--- src/design/c2lb_pkg.sv ---
// Shared types, constants and helpers for the 2-D convolution line-buffer stream unit.
package c2lb_pkg;

  localparam int unsigned PIX_W          = 16;
  localparam int unsigned PROD_W         = 32;
  localparam int unsigned PSUM_W         = 34;
  localparam int unsigned SUM_W          = 40;
  localparam int unsigned IDX_W          = 10;
  localparam int unsigned POS_W          = 12;
  localparam int unsigned COEF_ROW_W     = 48;
  localparam int unsigned CFG_IDX_W      = 3;
  localparam int unsigned CFG_DATA_W     = 48;
  localparam int unsigned KDIM_W         = 2;
  localparam int unsigned DIM_REG_W      = 11;
  localparam int unsigned DIM_CALC_W     = 13;
  localparam int unsigned MAX_KERNEL     = 3;
  localparam int unsigned DEF_MAX_WIDTH  = 1024;
  localparam int unsigned DEF_MAX_HEIGHT = 1024;
  localparam int unsigned JOB_DEPTH      = 4;

  typedef enum logic [CFG_IDX_W-1:0] {
    REG_COEFF0,
    REG_COEFF1,
    REG_COEFF2,
    REG_KERNEL_H,
    REG_KERNEL_W,
    REG_IMAGE_W,
    REG_IMAGE_H,
    REG_SAME_PAD
  } cfg_reg_e;

  // clamped geometry as seen by the datapath
  typedef struct packed {
    logic [KDIM_W-1:0]     kh;
    logic [KDIM_W-1:0]     kw;
    logic [DIM_CALC_W-1:0] img_w;
    logic [DIM_CALC_W-1:0] img_h;
    logic                  same;
  } geom_t;

  // one pixel's worth of windows: 3x3 neighborhood plus the window range
  typedef struct packed {
    logic [2:0][2:0][PIX_W-1:0] grid;  // [row][col], index 2 is the current pixel
    logic [POS_W-1:0]           r0;
    logic [POS_W-1:0]           c0;
    logic [1:0]                 nr;
    logic [1:0]                 nc;
    logic [1:0]                 br0;
    logic [1:0]                 bc0;
    logic                       fend;
  } job_t;

  function automatic logic [DIM_CALC_W-1:0] clamp_dim(input logic [DIM_REG_W-1:0] v,
                                                      input logic [DIM_CALC_W-1:0] mx);
    logic [DIM_CALC_W-1:0] vx;
    vx = DIM_CALC_W'(v);
    if (vx == '0) return DIM_CALC_W'(1);
    return (vx > mx) ? mx : vx;
  endfunction

endpackage

--- src/design/c2lb_queue.sv ---
// Short job queue between the front end and the back end.
module c2lb_queue (
  input  logic            clk_i,
  input  logic            rst_ni,
  input  logic            valid_i,
  output logic            ready_o,
  input  c2lb_pkg::job_t  data_i,
  output logic            valid_o,
  input  logic            pop_i,
  output c2lb_pkg::job_t  data_o
);
  import c2lb_pkg::*;

  localparam int unsigned PW  = $clog2(JOB_DEPTH);
  localparam int unsigned CNW = $clog2(JOB_DEPTH + 1);

  job_t           mem_q [JOB_DEPTH];
  logic [PW-1:0]  wr_q, wr_d, rd_q, rd_d;
  logic [CNW-1:0] cnt_q, cnt_d;
  logic           push;

  assign ready_o = (cnt_q != CNW'(JOB_DEPTH));
  assign valid_o = (cnt_q != '0);
  assign push    = valid_i && ready_o;
  assign data_o  = mem_q[rd_q];

  always_ff @(posedge clk_i) begin
    if (push) begin
      mem_q[wr_q] <= data_i;
    end
  end

  always_comb begin
    wr_d  = wr_q;
    rd_d  = rd_q;
    cnt_d = cnt_q;
    if (push) begin
      wr_d = (wr_q == PW'(JOB_DEPTH - 1)) ? '0 : wr_q + 1'b1;
    end
    if (pop_i) begin
      rd_d = (rd_q == PW'(JOB_DEPTH - 1)) ? '0 : rd_q + 1'b1;
    end
    case ({push, pop_i})
      2'b10:   cnt_d = cnt_q + 1'b1;
      2'b01:   cnt_d = cnt_q - 1'b1;
      default: cnt_d = cnt_q;
    endcase
  end

  always_ff @(posedge clk_i or negedge rst_ni) begin
    if (!rst_ni) begin
      wr_q  <= '0;
      rd_q  <= '0;
      cnt_q <= '0;
    end else begin
      wr_q  <= wr_d;
      rd_q  <= rd_d;
      cnt_q <= cnt_d;
    end
  end

  a_pop_nonempty: assert property (@(posedge clk_i) disable iff (!rst_ni)
    pop_i |-> cnt_q != '0)
    else $error("job queue popped while empty");

  a_cnt_up: assert property (@(posedge clk_i) disable iff (!rst_ni)
    push && !pop_i |=> cnt_q == $past(cnt_q) + 1'b1)
    else $error("job queue count lost a push");

  a_ptr_gap: assert property (@(posedge clk_i) disable iff (!rst_ni)
    (cnt_q != '0 && cnt_q != CNW'(JOB_DEPTH)) |-> wr_q != rd_q)
    else $error("job queue pointers disagree with count");

endmodule

--- config.mk ---
export PLATFORM = sky130hd
export DESIGN_NAME = c2lb_queue
export DESIGN_NICKNAME = d
export VERILOG_FILES = /design/src/design/c2lb_pkg.sv /design/src/design/c2lb_queue.sv
export SDC_FILE = /design/constraint.sdc
export NUM_CORES = 1
export LEC_CHECK = 0
export BUFFER_PORTS_ARGS = -buffer_cell sky130_fd_sc_hd__buf_2
export CAP_MARGIN = 20
export CORE_MARGIN = 1
export CORE_UTILIZATION = 50
export DETAILED_ROUTE_END_ITERATION = 12
export PLACE_DENSITY = 0.71
export SLEW_MARGIN = 20
export SYNTH_ARGS = -nofsm -noshare
export SYNTH_HDL_FRONTEND = slang
export SYNTH_SLANG_ARGS = --single-unit
--- constraint.sdc ---
create_clock -name clk_i -period 7.1 [get_ports clk_i]
set_clock_uncertainty 0.05 [all_clocks]
set_input_delay 1.065 -clock clk_i [delete_from_list [all_inputs] [get_ports clk_i]]
set_output_delay 1.065 -clock clk_i [all_outputs]
set_load 0.03 [all_outputs]
After elaboration in Yosys (flattened, before gate mapping)
Memories as Yosys holds them, arrays and structs flattened.
Cells that the tools add are included.
{"block": "word_totals", "register_bits": 7, "ram_bits": 708, "in_bits": 181, "output_inout_bits": 179, "word_cells": 21, "mem_count": 1}
{"block": "classes", "addsub": 4, "n_eq_ne": 5, "n_mux": 5, "reduce_logical": 3}
{"memory": "mem_q", "words": 4, "width": 177, "rd": 1, "rd_ports_with_merged_regs": 0, "wr": 1, "line_no": "c2lb_queue.sv:17", "text": "job_t mem_q [JOB_DEPTH];"}
{"operator": "$eq A2 B2 Y1 const B", "count": 3}
{"operator": "$pmux W3 S2", "count": 1}
{"operator": "$add A2 B1 Y2 const B", "count": 2}
{"operator": "$mux W2", "count": 2}
{"operator": "$add A3 B1 Y3 const B", "count": 1}
{"operator": "$ne A3 B3 Y1 const B", "count": 1}
{"operator": "$reduce_bool A3 Y1", "count": 1}
{"operator": "$sub A3 B1 Y3 const B", "count": 1}
{"operator": "$eq A2 B1 Y1 const B", "count": 1}
{"operator": "$mux W1", "count": 2}
{"operator": "$reduce_bool A2 Y1", "count": 1}
{"operator": "$logic_and A1 B1 Y1", "count": 1}

Logic depth before layout (Yosys ltp)
{"block": "logic_depth", "word_depth": 4, "mapped_depth": 9, "ltp_nobuf": 9}

Worst setup path before layout
No wires, ideal clock.
{"block": "synth_path", "path_type": "input-to-reg", "start": "input valid_i", "end": "memory mem_q[0][0] (netlist name) (enable)", "setup_time_ns": 0.560, "arrival_time_ns": 5.166, "required_time_ns": 6.490, "path_slack_ns": 1.325, "cell_stages": 1, "n_path_buf": 0, "path_cell_list": "and3_1"}
{"block": "synth_between", "elab_chain_cells": 3}
{"element": "start: declaration", "line_no": "c2lb_queue.sv:5", "text": "input logic valid_i,"}
{"element": "$logic_and A1 B1 Y1", "line_no": "c2lb_queue.sv:24", "text": "assign push = valid_i && ready_o;"}
{"element": "$mux W1", "line_no": "c2lb_queue.sv:28", "text": "if (push) begin"}
{"element": "$mux W1 (implied by the code)", "line_no": "c2lb_queue.sv:29", "text": "mem_q[wr_q] <= data_i;"}
{"element": "end: declaration", "line_no": "c2lb_queue.sv:17"}
Every way passes these cells.

==> key figures <==
Routing
  • Drt via density: 5.505
  • Via count: about 12000
  • WL/cell: 22.98 µm
  • Drt initial violations: 768
  • DRC: 0
  • Pre-Repair DR Iteration Count: 5
  • Post-Route WL: 48.44 mm
  • ANT nets after route: 0

Setup path
  • R2R setup slack: around 4500 ps
  • Crit-path leading delay family: flip-flops
  • Cell Chain, Critical Path: buf_12 -> mux4_2 -> buf_2
  • Crit end category: primary output
  • WP data arrival: slightly above 3000 ps
  • RR Endpoint: mem_q[0][109]$_DFFE_PP_
  • Slowest CP cell: dfrtp_4
  • Max stage delay on crit path: about 770 ps
  • Worst Path Max Fanout: just over 100
  • FF-to-FF Start: cnt_q[2]$_DFFE_PN0P_
  • Crit path kind: reg2out
  • WP data required: around 6000 ps
  • Reg2reg path depth: 3
  • Buf/Inv on CP: 2
  • Setup crit start kind: register

Power and ir drop
  • Power Dens Cells: between 400 and 500 mW/mm²
  • P_leak: ~10 nW
  • Worst vdd ir: just under 300 µV

Timing
  • RSZ-0062 raised after global routing: no
  • Period utilisation layout: between 50% and 60%
  • Tmin final: around 4200 ps
  • TNS Setup: 0 ps
  • Max Slew Vio Count: 0
  • Max transition margin: between 30% and 40%
  • Final setup viols: 0
  • Slew @ Worst Pin: a little over 1000 ps
  • Final hold violation count: 0
  • F_max: about 0.24 GHz

Placement
  • IO Port Bufs: roughly 360
  • Dpl hpwl: roughly 28 mm
  • Dpl cell area: 0.02853 mm²
  • Placer Congestion: between 0.7 and 0.8

Logic synthesis
  • Dominant synthesized flop cell: edfxtp_1
  • Seq/Total Area, Yosys: roughly 83%
  • Cell taking the most area after synthesis: edfxtp_1
  • Net Count, Synth: ~1200
  • Yosys reg bits: 715
  • Cell Area, Synth: about 0.026 mm²
  • Top-area cell type share of the netlist area: 81.86%
  • EDFF count, synth: 708
  • Post-Syn Area per Cell: about 27 µm²
  • Cell count after synthesis: around 960
  • Post-synth top cells: 708 x edfxtp_1, 177 x mux4_2, 20 x buf_2, 14 x buf_6, 7 x dfrtp_1
  • Synth unique cells: 19
  • Share of flip-flops with an asynchronous set or reset: less than 1%
  • Synth top area cells: edfxtp_1 82%, mux4_2 15%, dfrtp_1 0.67%, buf_6 0.61%, buf_2 0.39%
  • Top-count cell post-synth: edfxtp_1
  • Synth warn: 0

GRT
  • Tot GR Track Use: 18.46%
  • Vias in the first global route: around 12000
  • Initial antenna violation count: 13
  • Largest net degree at the start of global routing: 103
  • First-pass GRT wire length: just over 70 mm
  • Grt ovf: 0

Clock network
  • Total CTS buffers: 73
  • Cts hold-fix bufs: 0
  • CTS Buffer Depth: 3
  • CTS clock-pin slew for the worst setup and hold paths: 60 ps
  • Later-pin clock latency in the skew report: slightly below 600 ps
  • # clock sinks: just over 700
  • Clock H-tree levels: 3
  • CTS tree: yes
  • CTS resizes: 0
  • Clock tree root buffer cell: clkbuf_16
  • Setup bufs post-CTS: 0

Die
  • Die W: ~230 µm
  • Chip height: ~230 µm
  • Die Area: ~0.053 mm²
  • I/O pins: 360
  • Site Rows: 83
  • Core area: between 0.05 and 0.06 mm²
  • Starting Density: between 50% and 60%

Cells and area
  • Fin area: ~0.03 mm²
  • FILL cells: approximately 3500
  • Area growth, synth to finish: 18.73%
  • Multi-input logic area: 0.004253 mm²
  • Final nets: around 1600
  • Fraction of layout cells with a size suffix above 1: between 40% and 50%
  • Register area: roughly 0.021 mm²

Job
  • Max cap viols: 0

Min path
  • Hold Path Class: in2async

Outcome
  • Outcome: finished, final reports clean
==> layer usage <==
layer	vias up	routed length [µm]	GRT usage [%]
li1	5010	-	-
met1	6067	19450	24.98
met2	417	23510	28.31
met3	88	4468	6.684
met4	22	876	5.526
met5	-	136	0
==> flip-flops by register name (all words and copies together), names as in the netlist <==
| register | cells |
|---|---|
| mem_q | 708 |
| cnt_q | 3 |
| rd_q | 2 |
| wr_q | 2 |
==> worst max path at each step <==
| stage | depth (start not counted) | end | from | slack [ps] |
|---|---|---|---|---|
| after global placement | 3 | data_o[80] | rd_q[0]$_DFFE_PN0P_ | 3470 |
| after floorplan | 1 | mem_q[0][0]$_DFFE_PP_ | valid_i | 1320 |
| final | 3 | data_o[103] | rd_q[0]$_DFFE_PN0P_ | 2900 |
| after detailed placement | 3 | data_o[103] | rd_q[0]$_DFFE_PN0P_ | 3470 |
| after global routing | 3 | data_o[108] | rd_q[0]$_DFFE_PN0P_ | 2670 |
| after CTS | 3 | data_o[103] | rd_q[0]$_DFFE_PN0P_ | 2820 |
==> cells by family after synthesis <==
kind of cell,share of synthesized area [%]
flip-flops,82.54
XOR/XNOR,0.1012
adder cells (fa/ha/maj),0.3661
AND/OR/NAND/NOR,0.2409
buffers and inverters,1.166
multiplexers,15.59
==> cell usage in the layout, fill, tap and decap left out <==
cell,instances
and2_4,1
and3_4,4
buf_12,5
buf_2,359
buf_4,9
bufinv_16,5
clkbuf_1,18
clkbuf_16,77
clkinv_1,11
clkinv_2,13
clkinv_4,2
clkinvlp_4,1
dfrtp_1,5
dfrtp_4,2
diode_2,3
edfxtp_1,708
fa_1,1
ha_1,6
inv_1,6
inv_6,2
mux2_2,2
mux2_4,2
mux2i_1,1
mux4_2,177
nor2_1,3
or3_1,1
or3b_4,1
xnor2_1,1
xor2_1,2
==> layout make-up <==
type,instances,share of cell area (%)
Tap cell,680,2.759
Sequential cell,715,69.54
Multi-Input combinational cell,202,13.79
Inverter,6,0.07304
Timing Repair Buffer,373,6.371
Clock inverter,34,0.9698
Antenna cell,3,0.02435
Clock buffer,95,6.468
==> stage by stage <==
stage	setup WS [ps]	hold slack, ps	total power (W)	cells	utilization, %
3_3_place_gp	3468	421.7	0.01063	1976	55.62
5_1_grt	2673	251.2	0.01474	2106	60.09
3_5_place_dp	3471	436.5	0.01068	1976	55.62
6_report	2904	260.8	0.01417	2108	60.10
2_1_floorplan	1325	399.5	0.009464	963	-
4_1_cts	2822	235.6	0.01436	2105	60.09
==> power breakdown <==
group          switching [W]  internal [W]  total, W  leakage, nW
Clock                0.00149       0.00216   0.00365         1.13
Combinational        0.00302       0.00165   0.00467         2.76
Sequential          0.000272       0.00558   0.00585         6.57
Total                0.00478       0.00938    0.0142         10.5
Power figures use the tool's default switching activity.
